## config.mk

```make
export PLATFORM = sky130hd
export DESIGN_NAME = timed_event_queue
export DESIGN_NICKNAME = d
export VERILOG_FILES = /design/src/hw/rtl/tevq_pkg.sv /design/src/hw/rtl/tevq_ctrl.sv /design/src/hw/rtl/tevq_dp.sv /design/src/hw/rtl/timed_event_queue.sv
export SDC_FILE = /design/constraint.sdc
export NUM_CORES = 2
export LEC_CHECK = 0
export BUFFER_PORTS_ARGS = -buffer_cell sky130_fd_sc_hd__buf_2
export CORE_ASPECT_RATIO = 1.4
export CORE_MARGIN = 3
export CORE_UTILIZATION = 55
export CTS_CLUSTER_DIAMETER = 60
export DETAILED_ROUTE_END_ITERATION = 10
export PLACE_DENSITY = 0.72
export SETUP_SLACK_MARGIN = 0.15
export SYNTH_ARGS = -nofsm -noshare
export SYNTH_HDL_FRONTEND = slang
export SYNTH_HIERARCHICAL = 1
export SYNTH_SLANG_ARGS = --single-unit
```

## constraint.sdc

```tcl
create_clock -name clk_i -period 9.65 [get_ports clk_i]
set_clock_uncertainty 0.15 [all_clocks]
set_input_delay 0 -clock clk_i [delete_from_list [all_inputs] [get_ports clk_i]]
set_output_delay 0 -clock clk_i [all_outputs]
set_load 0.05 [all_outputs]
```

## src/hw/rtl/tevq_pkg.sv

```systemverilog
// Shared types and constants for the timed event queue.
// Used by tevq_ctrl, tevq_dp and timed_event_queue; no dependencies.
package tevq_pkg;

  // Default sizes, fixed field widths and the per-tick fire limit
  localparam int NumSlotsDef = 16;
  localparam int TimeBitsDef = 48;
  localparam int IdW         = 48;
  localparam int PeriodW     = 32;
  localparam int MaxFire     = 16;
  localparam int CntW        = $clog2(MaxFire + 1);

  // Command codes of an input beat
  typedef enum logic [1:0] {
    CMD_REG   = 2'd0,
    CMD_UNREG = 2'd1,
    CMD_TICK  = 2'd2,
    CMD_RSVD  = 2'd3
  } cmd_e;

  // Status codes of a result beat
  typedef enum logic [1:0] {
    ST_OK        = 2'd0,
    ST_NOT_FOUND = 2'd1,
    ST_FULL      = 2'd2,
    ST_FIRED     = 2'd3
  } status_e;

  // Controller states
  typedef enum logic [3:0] {
    S_IDLE,
    S_REG_SCAN,
    S_REG_DONE,
    S_UNREG_SCAN,
    S_UNREG_DONE,
    S_TICK_SCAN,
    S_TICK_DECIDE,
    S_TICK_FIRE,
    S_RSVD
  } state_e;

  // Commands from controller to datapath
  typedef struct packed {
    logic    load;
    logic    scan_start;
    logic    scan_first;
    logic    reg_commit;
    logic    tick_fire;
    logic    emit;
    status_e emit_status;
    logic    emit_last;
    logic    emit_pend;
  } dp_cmd_t;

  // Status from datapath to controller
  typedef struct packed {
    logic scan_done;
    logic free_found;
    logic hit;
    logic best_vld;
    logic pend_vld;
    logic more_ok;
    logic out_free;
  } dp_sts_t;

endpackage

```

## src/hw/rtl/tevq_ctrl.sv

```systemverilog
// Controller state machine of the timed event queue.
// Depends on tevq_pkg; drives dp_cmd_t into tevq_dp and reads dp_sts_t back.
module tevq_ctrl (
  input  logic              clk_i,
  input  logic              rst_ni,
  input  logic              in_valid_i,
  output logic              in_stall_o,
  input  logic [1:0]        cmd_i,
  input  tevq_pkg::dp_sts_t sts_i,
  output tevq_pkg::dp_cmd_t cmd_o
);

  tevq_pkg::state_e state_q, state_d;
  tevq_pkg::cmd_e   in_cmd;
  logic             accept;

  assign in_cmd     = tevq_pkg::cmd_e'(cmd_i);
  assign in_stall_o = (state_q != tevq_pkg::S_IDLE);
  assign accept     = in_valid_i && !in_stall_o;

  // Hold state
  always_ff @(posedge clk_i or negedge rst_ni) begin
    if (!rst_ni) begin
      state_q <= tevq_pkg::S_IDLE;
    end else begin
      state_q <= state_d;
    end
  end

  // Next state
  always_comb begin
    state_d = state_q;
    unique case (state_q)
      tevq_pkg::S_IDLE: begin
        if (accept) begin
          unique case (in_cmd)
            tevq_pkg::CMD_REG:   state_d = tevq_pkg::S_REG_SCAN;
            tevq_pkg::CMD_UNREG: state_d = tevq_pkg::S_UNREG_SCAN;
            tevq_pkg::CMD_TICK:  state_d = tevq_pkg::S_TICK_SCAN;
            default:             state_d = tevq_pkg::S_RSVD;
          endcase
        end
      end
      tevq_pkg::S_REG_SCAN: begin
        if (sts_i.scan_done) state_d = tevq_pkg::S_REG_DONE;
      end
      tevq_pkg::S_REG_DONE: begin
        if (sts_i.out_free) state_d = tevq_pkg::S_IDLE;
      end
      tevq_pkg::S_UNREG_SCAN: begin
        if (sts_i.scan_done) state_d = tevq_pkg::S_UNREG_DONE;
      end
      tevq_pkg::S_UNREG_DONE: begin
        if (sts_i.out_free) state_d = tevq_pkg::S_IDLE;
      end
      tevq_pkg::S_TICK_SCAN: begin
        if (sts_i.scan_done) state_d = tevq_pkg::S_TICK_DECIDE;
      end
      tevq_pkg::S_TICK_DECIDE: begin
        if (!((sts_i.pend_vld || !sts_i.best_vld) && !sts_i.out_free)) begin
          if (sts_i.best_vld && sts_i.more_ok) state_d = tevq_pkg::S_TICK_FIRE;
          else                                 state_d = tevq_pkg::S_IDLE;
        end
      end
      tevq_pkg::S_TICK_FIRE: begin
        state_d = tevq_pkg::S_TICK_SCAN;
      end
      tevq_pkg::S_RSVD: begin
        if (sts_i.out_free) state_d = tevq_pkg::S_IDLE;
      end
      default: state_d = tevq_pkg::S_IDLE;
    endcase
  end

  // Datapath commands
  always_comb begin
    cmd_o             = '0;
    cmd_o.emit_status = tevq_pkg::ST_OK;
    unique case (state_q)
      tevq_pkg::S_IDLE: begin
        if (accept) begin
          cmd_o.load       = 1'b1;
          cmd_o.scan_start = (in_cmd != tevq_pkg::CMD_RSVD);
          cmd_o.scan_first = (in_cmd == tevq_pkg::CMD_TICK);
        end
      end
      tevq_pkg::S_REG_DONE: begin
        if (sts_i.out_free) begin
          cmd_o.reg_commit  = sts_i.free_found;
          cmd_o.emit        = 1'b1;
          cmd_o.emit_status = sts_i.free_found ? tevq_pkg::ST_OK : tevq_pkg::ST_FULL;
          cmd_o.emit_last   = 1'b1;
        end
      end
      tevq_pkg::S_UNREG_DONE: begin
        if (sts_i.out_free) begin
          cmd_o.emit        = 1'b1;
          cmd_o.emit_status = sts_i.hit ? tevq_pkg::ST_OK : tevq_pkg::ST_NOT_FOUND;
          cmd_o.emit_last   = 1'b1;
        end
      end
      tevq_pkg::S_TICK_DECIDE: begin
        // Release the pending fired beat once it is known whether another follows, or an OK beat when nothing fired
        if ((sts_i.pend_vld || !sts_i.best_vld) && sts_i.out_free) begin
          cmd_o.emit        = 1'b1;
          cmd_o.emit_status = sts_i.pend_vld ? tevq_pkg::ST_FIRED : tevq_pkg::ST_OK;
          cmd_o.emit_pend   = sts_i.pend_vld;
          cmd_o.emit_last   = !(sts_i.best_vld && sts_i.more_ok);
        end
      end
      tevq_pkg::S_TICK_FIRE: begin
        cmd_o.tick_fire  = 1'b1;
        cmd_o.scan_start = 1'b1;
      end
      tevq_pkg::S_RSVD: begin
        if (sts_i.out_free) begin
          cmd_o.emit      = 1'b1;
          cmd_o.emit_last = 1'b1;
        end
      end
      default: ;
    endcase
  end

endmodule

```

## src/hw/rtl/tevq_dp.sv

```systemverilog
// Datapath of the timed event queue: slot memory, valid and due bits, scan
// counter, earliest-entry tracker and output register. Depends on tevq_pkg.
module tevq_dp #(
  parameter int NUM_SLOTS = tevq_pkg::NumSlotsDef,
  parameter int TIME_BITS = tevq_pkg::TimeBitsDef
) (
  input  logic                         clk_i,
  input  logic                         rst_ni,
  input  logic [1:0]                   cmd_i,
  input  logic [tevq_pkg::IdW-1:0]     trigger_time_i,
  input  logic                         repeat_on_i,
  input  logic [tevq_pkg::PeriodW-1:0] period_i,
  input  logic [tevq_pkg::IdW-1:0]     target_id_i,
  input  logic [tevq_pkg::IdW-1:0]     now_time_i,
  input  tevq_pkg::dp_cmd_t            cmd_in_i,
  output tevq_pkg::dp_sts_t            sts_o,
  output logic                         out_valid_o,
  input  logic                         out_stall_i,
  output logic [1:0]                   status_o,
  output logic [tevq_pkg::IdW-1:0]     fired_id_o,
  output logic                         last_o
);

  localparam int IdxW = $clog2(NUM_SLOTS);
  localparam logic [IdxW-1:0] LastIdx = IdxW'(NUM_SLOTS - 1);

  typedef logic [TIME_BITS-1:0] time_t;

  // Slot memory
  time_t                        mem_trig [NUM_SLOTS];
  logic [tevq_pkg::PeriodW-1:0] mem_per  [NUM_SLOTS];
  logic                         mem_rep  [NUM_SLOTS];

  // Latched input beat
  tevq_pkg::cmd_e               cmd_q;
  time_t                        trig_q, target_q, now_q;
  logic                         rep_q;
  logic [tevq_pkg::PeriodW-1:0] per_q;

  // Scan and read pipeline
  logic [IdxW-1:0]              addr_q, rd_idx_q;
  logic                         issuing_q, rd_vld_q, first_q;
  time_t                        rd_trig_q;
  logic [tevq_pkg::PeriodW-1:0] rd_per_q;
  logic                         rd_rep_q;

  // Per-slot flags
  logic [NUM_SLOTS-1:0]         valid_q, due_q;

  // Scan results
  logic                         free_found_q, hit_q, best_vld_q;
  logic [IdxW-1:0]              free_idx_q, best_idx_q;
  time_t                        best_trig_q;
  logic [tevq_pkg::PeriodW-1:0] best_per_q;
  logic                         best_rep_q;

  // Pending fired beat
  logic                         pend_vld_q;
  time_t                        pend_trig_q;
  logic [tevq_pkg::CntW-1:0]    cnt_q;

  // Output register
  logic                         out_valid_q;
  tevq_pkg::status_e            out_status_q;
  logic [tevq_pkg::IdW-1:0]     out_fired_q;
  logic                         out_last_q;

  logic  slot_v, due_now, is_free, is_hit, is_cand, better, out_free;
  time_t adv_trig;

  // Evaluate the slot read back this cycle
  assign slot_v   = valid_q[rd_idx_q];
  assign due_now  = slot_v && (rd_trig_q <= now_q);
  assign is_free  = rd_vld_q && (cmd_q == tevq_pkg::CMD_REG) && !slot_v;
  assign is_hit   = rd_vld_q && (cmd_q == tevq_pkg::CMD_UNREG) && slot_v &&
                    (rd_trig_q == target_q);
  assign is_cand  = rd_vld_q && (cmd_q == tevq_pkg::CMD_TICK) &&
                    (first_q ? due_now : due_q[rd_idx_q]);
  assign better   = is_cand && (!best_vld_q || (rd_trig_q < best_trig_q));
  assign adv_trig = best_trig_q + TIME_BITS'(best_per_q);
  assign out_free = !out_valid_q || !out_stall_i;

  // Report status
  always_comb begin
    sts_o.scan_done  = rd_vld_q && (rd_idx_q == LastIdx);
    sts_o.free_found = free_found_q;
    sts_o.hit        = hit_q;
    sts_o.best_vld   = best_vld_q;
    sts_o.pend_vld   = pend_vld_q;
    sts_o.more_ok    = (cnt_q < tevq_pkg::CntW'(tevq_pkg::MaxFire));
    sts_o.out_free   = out_free;
  end

  // Control state
  always_ff @(posedge clk_i or negedge rst_ni) begin
    if (!rst_ni) begin
      addr_q       <= '0;
      issuing_q    <= 1'b0;
      rd_vld_q     <= 1'b0;
      first_q      <= 1'b0;
      valid_q      <= '0;
      due_q        <= '0;
      free_found_q <= 1'b0;
      hit_q        <= 1'b0;
      best_vld_q   <= 1'b0;
      pend_vld_q   <= 1'b0;
      cnt_q        <= '0;
      out_valid_q  <= 1'b0;
    end else begin
      // Clear per-beat state on accept
      if (cmd_in_i.load) begin
        pend_vld_q <= 1'b0;
        cnt_q      <= '0;
      end
      // Advance the scan address
      if (cmd_in_i.scan_start) begin
        addr_q       <= '0;
        issuing_q    <= 1'b1;
        first_q      <= cmd_in_i.scan_first;
        free_found_q <= 1'b0;
        hit_q        <= 1'b0;
        best_vld_q   <= 1'b0;
      end else if (issuing_q) begin
        addr_q <= addr_q + IdxW'(1);
        if (addr_q == LastIdx) issuing_q <= 1'b0;
      end
      rd_vld_q <= issuing_q;
      // Record scan results
      if (is_free && !free_found_q) free_found_q <= 1'b1;
      if (is_hit) begin
        hit_q             <= 1'b1;
        valid_q[rd_idx_q] <= 1'b0;
      end
      if (rd_vld_q && (cmd_q == tevq_pkg::CMD_TICK) && first_q) due_q[rd_idx_q] <= due_now;
      if (better) best_vld_q <= 1'b1;
      // Commit a registration
      if (cmd_in_i.reg_commit) valid_q[free_idx_q] <= 1'b1;
      // Fire the earliest due entry
      if (cmd_in_i.tick_fire) begin
        due_q[best_idx_q] <= 1'b0;
        if (!best_rep_q) valid_q[best_idx_q] <= 1'b0;
        pend_vld_q <= 1'b1;
        cnt_q      <= cnt_q + tevq_pkg::CntW'(1);
      end
      // Hold or drop the output beat
      if (cmd_in_i.emit)     out_valid_q <= 1'b1;
      else if (!out_stall_i) out_valid_q <= 1'b0;
    end
  end

  // Payload registers and slot memory
  always_ff @(posedge clk_i) begin
    if (cmd_in_i.load) begin
      cmd_q    <= tevq_pkg::cmd_e'(cmd_i);
      trig_q   <= TIME_BITS'(trigger_time_i);
      rep_q    <= repeat_on_i;
      per_q    <= period_i;
      target_q <= TIME_BITS'(target_id_i);
      now_q    <= TIME_BITS'(now_time_i);
    end
    rd_idx_q <= addr_q;
    if (issuing_q) begin
      rd_trig_q <= mem_trig[addr_q];
      rd_per_q  <= mem_per[addr_q];
      rd_rep_q  <= mem_rep[addr_q];
    end
    if (cmd_in_i.reg_commit) begin
      mem_trig[free_idx_q] <= trig_q;
      mem_per[free_idx_q]  <= per_q;
      mem_rep[free_idx_q]  <= rep_q;
    end else if (cmd_in_i.tick_fire && best_rep_q) begin
      mem_trig[best_idx_q] <= adv_trig;
    end
    if (is_free && !free_found_q) free_idx_q <= rd_idx_q;
    if (better) begin
      best_idx_q  <= rd_idx_q;
      best_trig_q <= rd_trig_q;
      best_per_q  <= rd_per_q;
      best_rep_q  <= rd_rep_q;
    end
    if (cmd_in_i.tick_fire) pend_trig_q <= best_trig_q;
    if (cmd_in_i.emit) begin
      out_status_q <= cmd_in_i.emit_status;
      out_fired_q  <= cmd_in_i.emit_pend ? tevq_pkg::IdW'(pend_trig_q) : '0;
      out_last_q   <= cmd_in_i.emit_last;
    end
  end

  assign out_valid_o = out_valid_q;
  assign status_o    = out_status_q;
  assign fired_id_o  = out_fired_q;
  assign last_o      = out_last_q;

endmodule

```

## src/hw/rtl/timed_event_queue.sv

```systemverilog
// Timed event queue: a table of NUM_SLOTS timed tasks keyed by trigger time. A register
// command and an unregister each make one full pass over the slot memory through its single
// read port. A tick makes a first pass and one more pass for each entry it fires, since every
// fired entry needs a fresh pass to find the next earliest one; at most 16 entries fire per tick.
// Fired beats leave earliest first with ties to the lower slot; the output register lets a
// new command be accepted while the final result beat still waits.
// Top level; depends on tevq_pkg, tevq_ctrl and tevq_dp.
module timed_event_queue #(
  parameter int NUM_SLOTS = tevq_pkg::NumSlotsDef,
  parameter int TIME_BITS = tevq_pkg::TimeBitsDef
) (
  input  logic                         clk_i,
  input  logic                         rst_ni,
  input  logic                         in_valid_i,
  output logic                         in_stall_o,
  input  logic [1:0]                   cmd_i,
  input  logic [tevq_pkg::IdW-1:0]     trigger_time_i,
  input  logic                         repeat_on_i,
  input  logic [tevq_pkg::PeriodW-1:0] period_i,
  input  logic [tevq_pkg::IdW-1:0]     target_id_i,
  input  logic [tevq_pkg::IdW-1:0]     now_time_i,
  output logic                         out_valid_o,
  input  logic                         out_stall_i,
  output logic [1:0]                   status_o,
  output logic [tevq_pkg::IdW-1:0]     fired_id_o,
  output logic                         last_o
);

  tevq_pkg::dp_cmd_t dp_cmd;
  tevq_pkg::dp_sts_t dp_sts;

  // Sequence commands
  tevq_ctrl u_ctrl (
    .clk_i      (clk_i),
    .rst_ni     (rst_ni),
    .in_valid_i (in_valid_i),
    .in_stall_o (in_stall_o),
    .cmd_i      (cmd_i),
    .sts_i      (dp_sts),
    .cmd_o      (dp_cmd)
  );

  // Hold slots and results
  tevq_dp #(
    .NUM_SLOTS (NUM_SLOTS),
    .TIME_BITS (TIME_BITS)
  ) u_dp (
    .clk_i          (clk_i),
    .rst_ni         (rst_ni),
    .cmd_i          (cmd_i),
    .trigger_time_i (trigger_time_i),
    .repeat_on_i    (repeat_on_i),
    .period_i       (period_i),
    .target_id_i    (target_id_i),
    .now_time_i     (now_time_i),
    .cmd_in_i       (dp_cmd),
    .sts_o          (dp_sts),
    .out_valid_o    (out_valid_o),
    .out_stall_i    (out_stall_i),
    .status_o       (status_o),
    .fired_id_o     (fired_id_o),
    .last_o         (last_o)
  );

endmodule

```

After elaboration in Yosys (flattened, before gate mapping)
Memories as Yosys holds them, arrays and structs flattened. A register that Yosys moved wholly into a read port is not among the register bits.
Cells that the tools add are included.
{ "word_totals": {"register_bits": 424, "latch_bits": 0, "ramBits": 1296, "rom_bits": 0, "output_inout_bits": 53, "word_cells": 184, "mem_count": 3} }
{ "classes": {"n_addsub": 3, "multipliers": 0, "div_mod_pow": 0, "n_lt_le_gt_ge": 9, "n_eq_ne": 23, "shifts": 0, "n_mux": 68, "n_bitwise": 6, "n_reduce_logical": 43} }
{ "memory_table": {"columns": ["memory", "depth", "word_bits", "read_ports", "rd_ports_with_merged_regs", "write_ports", "line_no", "text"], "rows": [
  ["u_dp.mem_trig", 16, 48, 1, 1, 1, "tevq_dp.sv:30", "time_t mem_trig [NUM_SLOTS];"],
  ["u_dp.mem_per", 16, 32, 1, 1, 1, "tevq_dp.sv:31", "logic [tevq_pkg::PeriodW-1:0] mem_per [NUM_SLOTS];"],
  ["u_dp.mem_rep", 16, 1, 1, 1, 1, "tevq_dp.sv:32", "logic mem_rep [NUM_SLOTS];"]
]} }
{ "ops": {"columns": ["operator", "n"], "rows": [
  ["two-way mux 16 bit", 6],
  ["adder 48 x 32 -> 48 bit", 1],
  ["bitwise AND 16 bit", 3],
  ["equality test 48 bit", 1],
  ["<= comparator 48 bit", 1],
  ["< comparator 48 bit", 1],
  ["two-way mux 48 bit", 1],
  ["OR reduction 48 bit", 1],
  ["two-way mux 4 bit", 11],
  ["inverter 16 bit", 2],
  ["two-way mux 1 bit", 31],
  ["one-hot mux 4 bit (7 select lines)", 1],
  ["logical AND 1 bit", 20],
  ["bitwise mux 16 bit", 1],
  ["equality test 4 x 3 -> 1 bit, second input constant", 4],
  ["OR 16 bit", 1],
  ["< comparator 4 x 5 -> 1 bit, second input constant", 3],
  ["two-way mux 5 bit", 3],
  ["demux 1 bit (select 4 bit)", 3],
  ["equality test 4 bit, second input constant", 3],
  ["greater-or-equal comparator 4 x 1 -> 1 bit, second input constant", 3],
  ["one-hot mux 4 bit (3 select lines)", 1],
  ["inequality test 2 bit, second input constant", 5],
  ["nonzero test 2 bit", 5],
  ["other kinds (21)", 40]
]} }

Depth between registers and ports, before layout
{ "logic_depth": {"word_depth": 12, "ltp_mapped": 12, "mapped_depth_nobuf": 12} }

Hierarchy
Netlist, hierarchy kept.
{ "by_module_without_submodules": {"columns": ["module", "instances", "cells_each", "area_per_inst_um2"], "rows": [
  ["tevq_dp", 1, 3428, 70551.4],
  ["tevq_ctrl", 1, 66, 510.5]
]} }

Worst setup path before layout
Ideal clock, no wire load.
{ "synth_path": {"path_kind": "register -> register", "from": "register u_ctrl.state_q[1]", "to": "memory u_dp/mem_trig[4][0] (netlist bit), enable pin", "setup_ns": 0.454, "t_arrival_ns": 7.523, "required_time_ns": 9.046, "setup_slack_ns": 1.524, "stages_incl_launch_ff": 12, "n_path_buf": 4, "period_less_slack_ns": 8.126, "cell_sequence": "dfrtp_1 -> buf_2 -> nand2_1 -> nor3b_1 -> clkbuf_1 -> nand2_1 -> or2_2 -> clkbuf_1 -> clkbuf_1 -> nor2_1 -> a21oi_1 -> nor2_1"} }
{ "synth_lines": {"columns": ["item", "line_no", "text"], "rows": [
  ["start, declared", "tevq_ctrl.sv:13", "tevq_pkg::state_e state_q, state_d;"],
  ["start signal, assigned", "tevq_ctrl.sv:24", "state_q <= tevq_pkg::S_IDLE;"],
  ["start signal, assigned", "tevq_ctrl.sv:26", "state_q <= state_d;"],
  ["end, declared", "tevq_dp.sv:30", null]
]} }

==> impl_metrics.toml <==
[clock_tree]
cts_tree = "built"
cts_made_buffers = 166
clk_pin_slew_ns = 0.07
clk_path_buf_depth = 3
post_cts_resized = 0
insertion_delay_ns = 0.80
htreeDepth = 4
cts_root_buf = "clkbuf_16"
numClockSinks = 1801

[timing]
timing.final.crit_share_pct = 50.6
hold_viol = 0
worstMarginPinSlew_ns = 1.20
slew_viol_final = 0
tns_ns = 0
layout_min_cycle_time_ns = 4.89
slew-limit-headroom_pct = 19.4
fmax_mhz = 205
finalSetupViolCount = 0
holdWs_ns = 0.116
rsz0062_at_grt = "false"

[yosys]
ys_top_cells_by_count = "1744 x edfxtp_1, 415 x mux4_2, 129 x ha_1, 129 x inv_1, 128 x nand2_1"
synth_compound_area_share_pct = 2.89
synth-seq-cells = 1801
synthFlopType = "edfxtp_1"
synth_edf_count = 1744
synthMuxAreaShare_pct = 13.3
yosys_warnings = 6
syn-num-nets = 3807
synth_xor_area_share_pct = 1.12
yosys.area.top_type = "edfxtp_1"
ys_types = 72
synth_fa_ha_area_share_pct = 2.30
async_flop_share_pct = 2.94
syn_inst = 3494
synth_top_area_share_pct = 73.7
synth_top_family_by_area = "multiplexers"
yosysSeqAreaShare_pct = 75.7
yosysMostFrequentCell = "edfxtp_1"
synthSimpleGateAreaFrac_pct = 3.25
synth_area_per_cell_um2 = 20.3
synth_area_mm2 = 0.0711
synthTopCellsByArea = "edfxtp_1 74%, mux4_2 13%, ha_1 2.3%, dfrtp_1 1.9%, o21ai_0 0.70%"

[power_and_ir_drop]
power.density_mw_per_mm2 = 271
vdd_drop_max_mv = 0.202
fin_total_pwr_mw = 22.7
clockPowerShare_pct = 29.0
p_leak_nw = 28.3
p_seq_share_pct = 46.3
p_int_mw = 15.9
combPwrFrac_pct = 24.7
p_sw_share_pct = 30.1
switchingPower_mw = 6.84

[critical_path]
slowest_stage = "nor2_4"
cp_top_family = "simple AND/OR/NAND/NOR gates"
path_class = "reg2reg"
crit_fanout = 28
crit_buf_inv = 2
cp_slowest_stage_delay_ns = 0.80
worst_ep_arrival_time_ns = 5.14
required_ns = 9.90
critPathCaptureType = "register"
start_kind = "register"
cp_cell_sequence = "nand2_1 > nor3b_2 > nand2_1 > nor2_2 > buf_4 > a31oi_1 > nor2_4 > buf_4"

[die]
initial_core_util_pct = 55.6
io_pins = 236
die_y_um = 431
die_x_um = 310
rows = 155
die_area_mm2 = 0.134
coreArea_mm2 = 0.128

[detailed_routing]
via_per_inst = 6.30
drcViolationCount = 0
ant_nets = 0
drt_iter0_markers = 4579
firstDrtPassIters = 5
wl_per_cell_um = 31.2
vias = 37788
drt_wl_total_um = 187000

[placed_design]
portBuffers = 235
place_area_mm2 = 0.0747
gp_congestion = 0.918
dp_hpwl_um = 110000

[grt]
grt_overflow = 0
grt_pass1_wl_um = 271000
grt_pass1_vias = 38836
grt_max_degree = 125
track_usage_pct = 28.6
antenna_found_initial = 15

[layout]
drive_above_1_share_pct = 23.6
area.growth.synth_to_final_pct = 17.9
design_area_mm2 = 0.0838
fin_util_pct = 65.5
final_nets = 4528

[worst_hold_path]
hold_path_class = "in2reg"

[job]
drv_cap = 0

[run_status]
status = "completed"
==> layer usage <==
layer	part of all wire [%]	wire, µm	global-route usage [%]	up-vias
li1	-	-	-	15658
met1	36	67100	37.0	19657
met2	50	93900	47.2	2032
met3	8.6	16200	5.47	435
met4	5.3	9990	13.9	6
met5	0.020	38	0	-
==> worst register-to-register path, cell delays in order, from the launching register on <==
cell     delay [ns]
dfrtp_1        0.65
nand2_1        0.28
nor3b_2        0.75
nand2_1        0.22
nor2_2         0.40
buf_4          0.27
a31oi_1        0.35
nor2_4         0.81
buf_4          0.61
==> timing repair <==
| action | 4_1_cts | 5_1_grt |
|---|---|---|
| endpoints found under the setup margin | 0 | 0 |
| hold buffers | 363 | 0 |
| setup buffers | 0 | 0 |
| endpoints found under the hold margin | 349 | 0 |
==> power groups by stage <==
stage | Clock, mW | Combinational, mW | Sequential [mW]
floorplan | 0 | 3.60 | 10.5
global placement | 0 | 5.43 | 10.6
detailed placement | 0 | 5.46 | 10.6
CTS | 6.65 | 5.62 | 10.5
global route | 6.95 | 5.94 | 10.6
finish | 6.58 | 5.60 | 10.5
==> stage by stage <==
step / cells / worst slack, ns
detailed placement: 5332 / 4.93
global placement: 5331 / 4.98
CTS: 5996 / 4.88
floorplan: 3494 / 1.52
finish: 6001 / 4.76
global route: 6001 / 4.56
==> registers in the layout, indices dropped and copies added (netlist names), 32 cells and up <==
signal,count
u_dp/pend_trig_q,48
u_dp/now_q,48
u_dp/mem_per,512
u_dp/fired_id_o,48
u_dp/target_q,48
u_dp/mem_trig,768
u_dp/best_trig_q,48
u_dp/best_per_q,32
u_dp/trig_q,48
u_dp/per_q,32
u_dp/rd_trig_q,48
u_dp/rd_per_q,32
==> cell usage in the layout, fill, tap and decap left out, types with 7 or more instances in the layout <==
cell type	synthesis	routed
clkbuf_1	88	35
o211ai_1	7	7
a21oi_1	84	84
mux4_2	415	415
o21ai_1	4	8
dlygate4sd3_1	0	363
nand3_1	20	20
buf_4	5	87
edfxtp_1	1744	1744
clkinv_2	0	21
bufinv_16	0	17
and2_1	57	57
clkinv_1	0	49
nor2_4	0	20
a31oi_1	11	11
nor2b_1	16	16
nand2b_1	16	16
nor4_1	12	12
o21ai_0	100	96
nand2_1	128	128
nand4_1	54	54
ha_1	129	129
clkbuf_16	0	169
inv_1	129	115
dfrtp_1	53	48
a22oi_1	17	17
buf_2	11	235
nor2_1	90	69
a21o_1	49	49
xor2_1	35	35
mux2i_1	7	7
nor3_1	13	13
o21a_1	11	11
xnor2_1	56	56
==> final cells by class <==
type / count / area [µm²]
clock inverter: 97 / 1050
sequential: 1801 / 53800
inverter: 129 / 492
multi-input combinational: 1427 / 16400
tap: 1648 / 2060
clock buffer: 204 / 4360
fill: 8151 / 44000
antenna: 5 / 12.5
timing repair buffer: 690 / 5560
==> cells by family after synthesis <==
kind of cell	count (synthesis)
compound gates	330
simple gates	451
xor+xnor	91
mux	425
flops	1801
buf+inv	266
fa+ha+maj	130
==> final timing paths <==
path                                    from                   end  slack [ns]  cells past startpoint
min reg2reg                u_dp/rd_per_q[14]   u_dp/best_per_q[14]        0.27                      0
max in group asynchronous             rst_ni        u_dp/issuing_q        8.47                      4
max                        u_ctrl/state_q[1]  u_dp/mem_trig[11][5]        4.76                      8
min in group asynchronous             rst_ni         u_dp/cnt_q[4]        0.31                      4
min                                 cmd_i[1]          u_dp/first_q        0.12                      5
max reg2reg                u_ctrl/state_q[1]  u_dp/mem_trig[11][5]        4.76                      8
No activity file was read; power rests on OpenSTA's default activity.
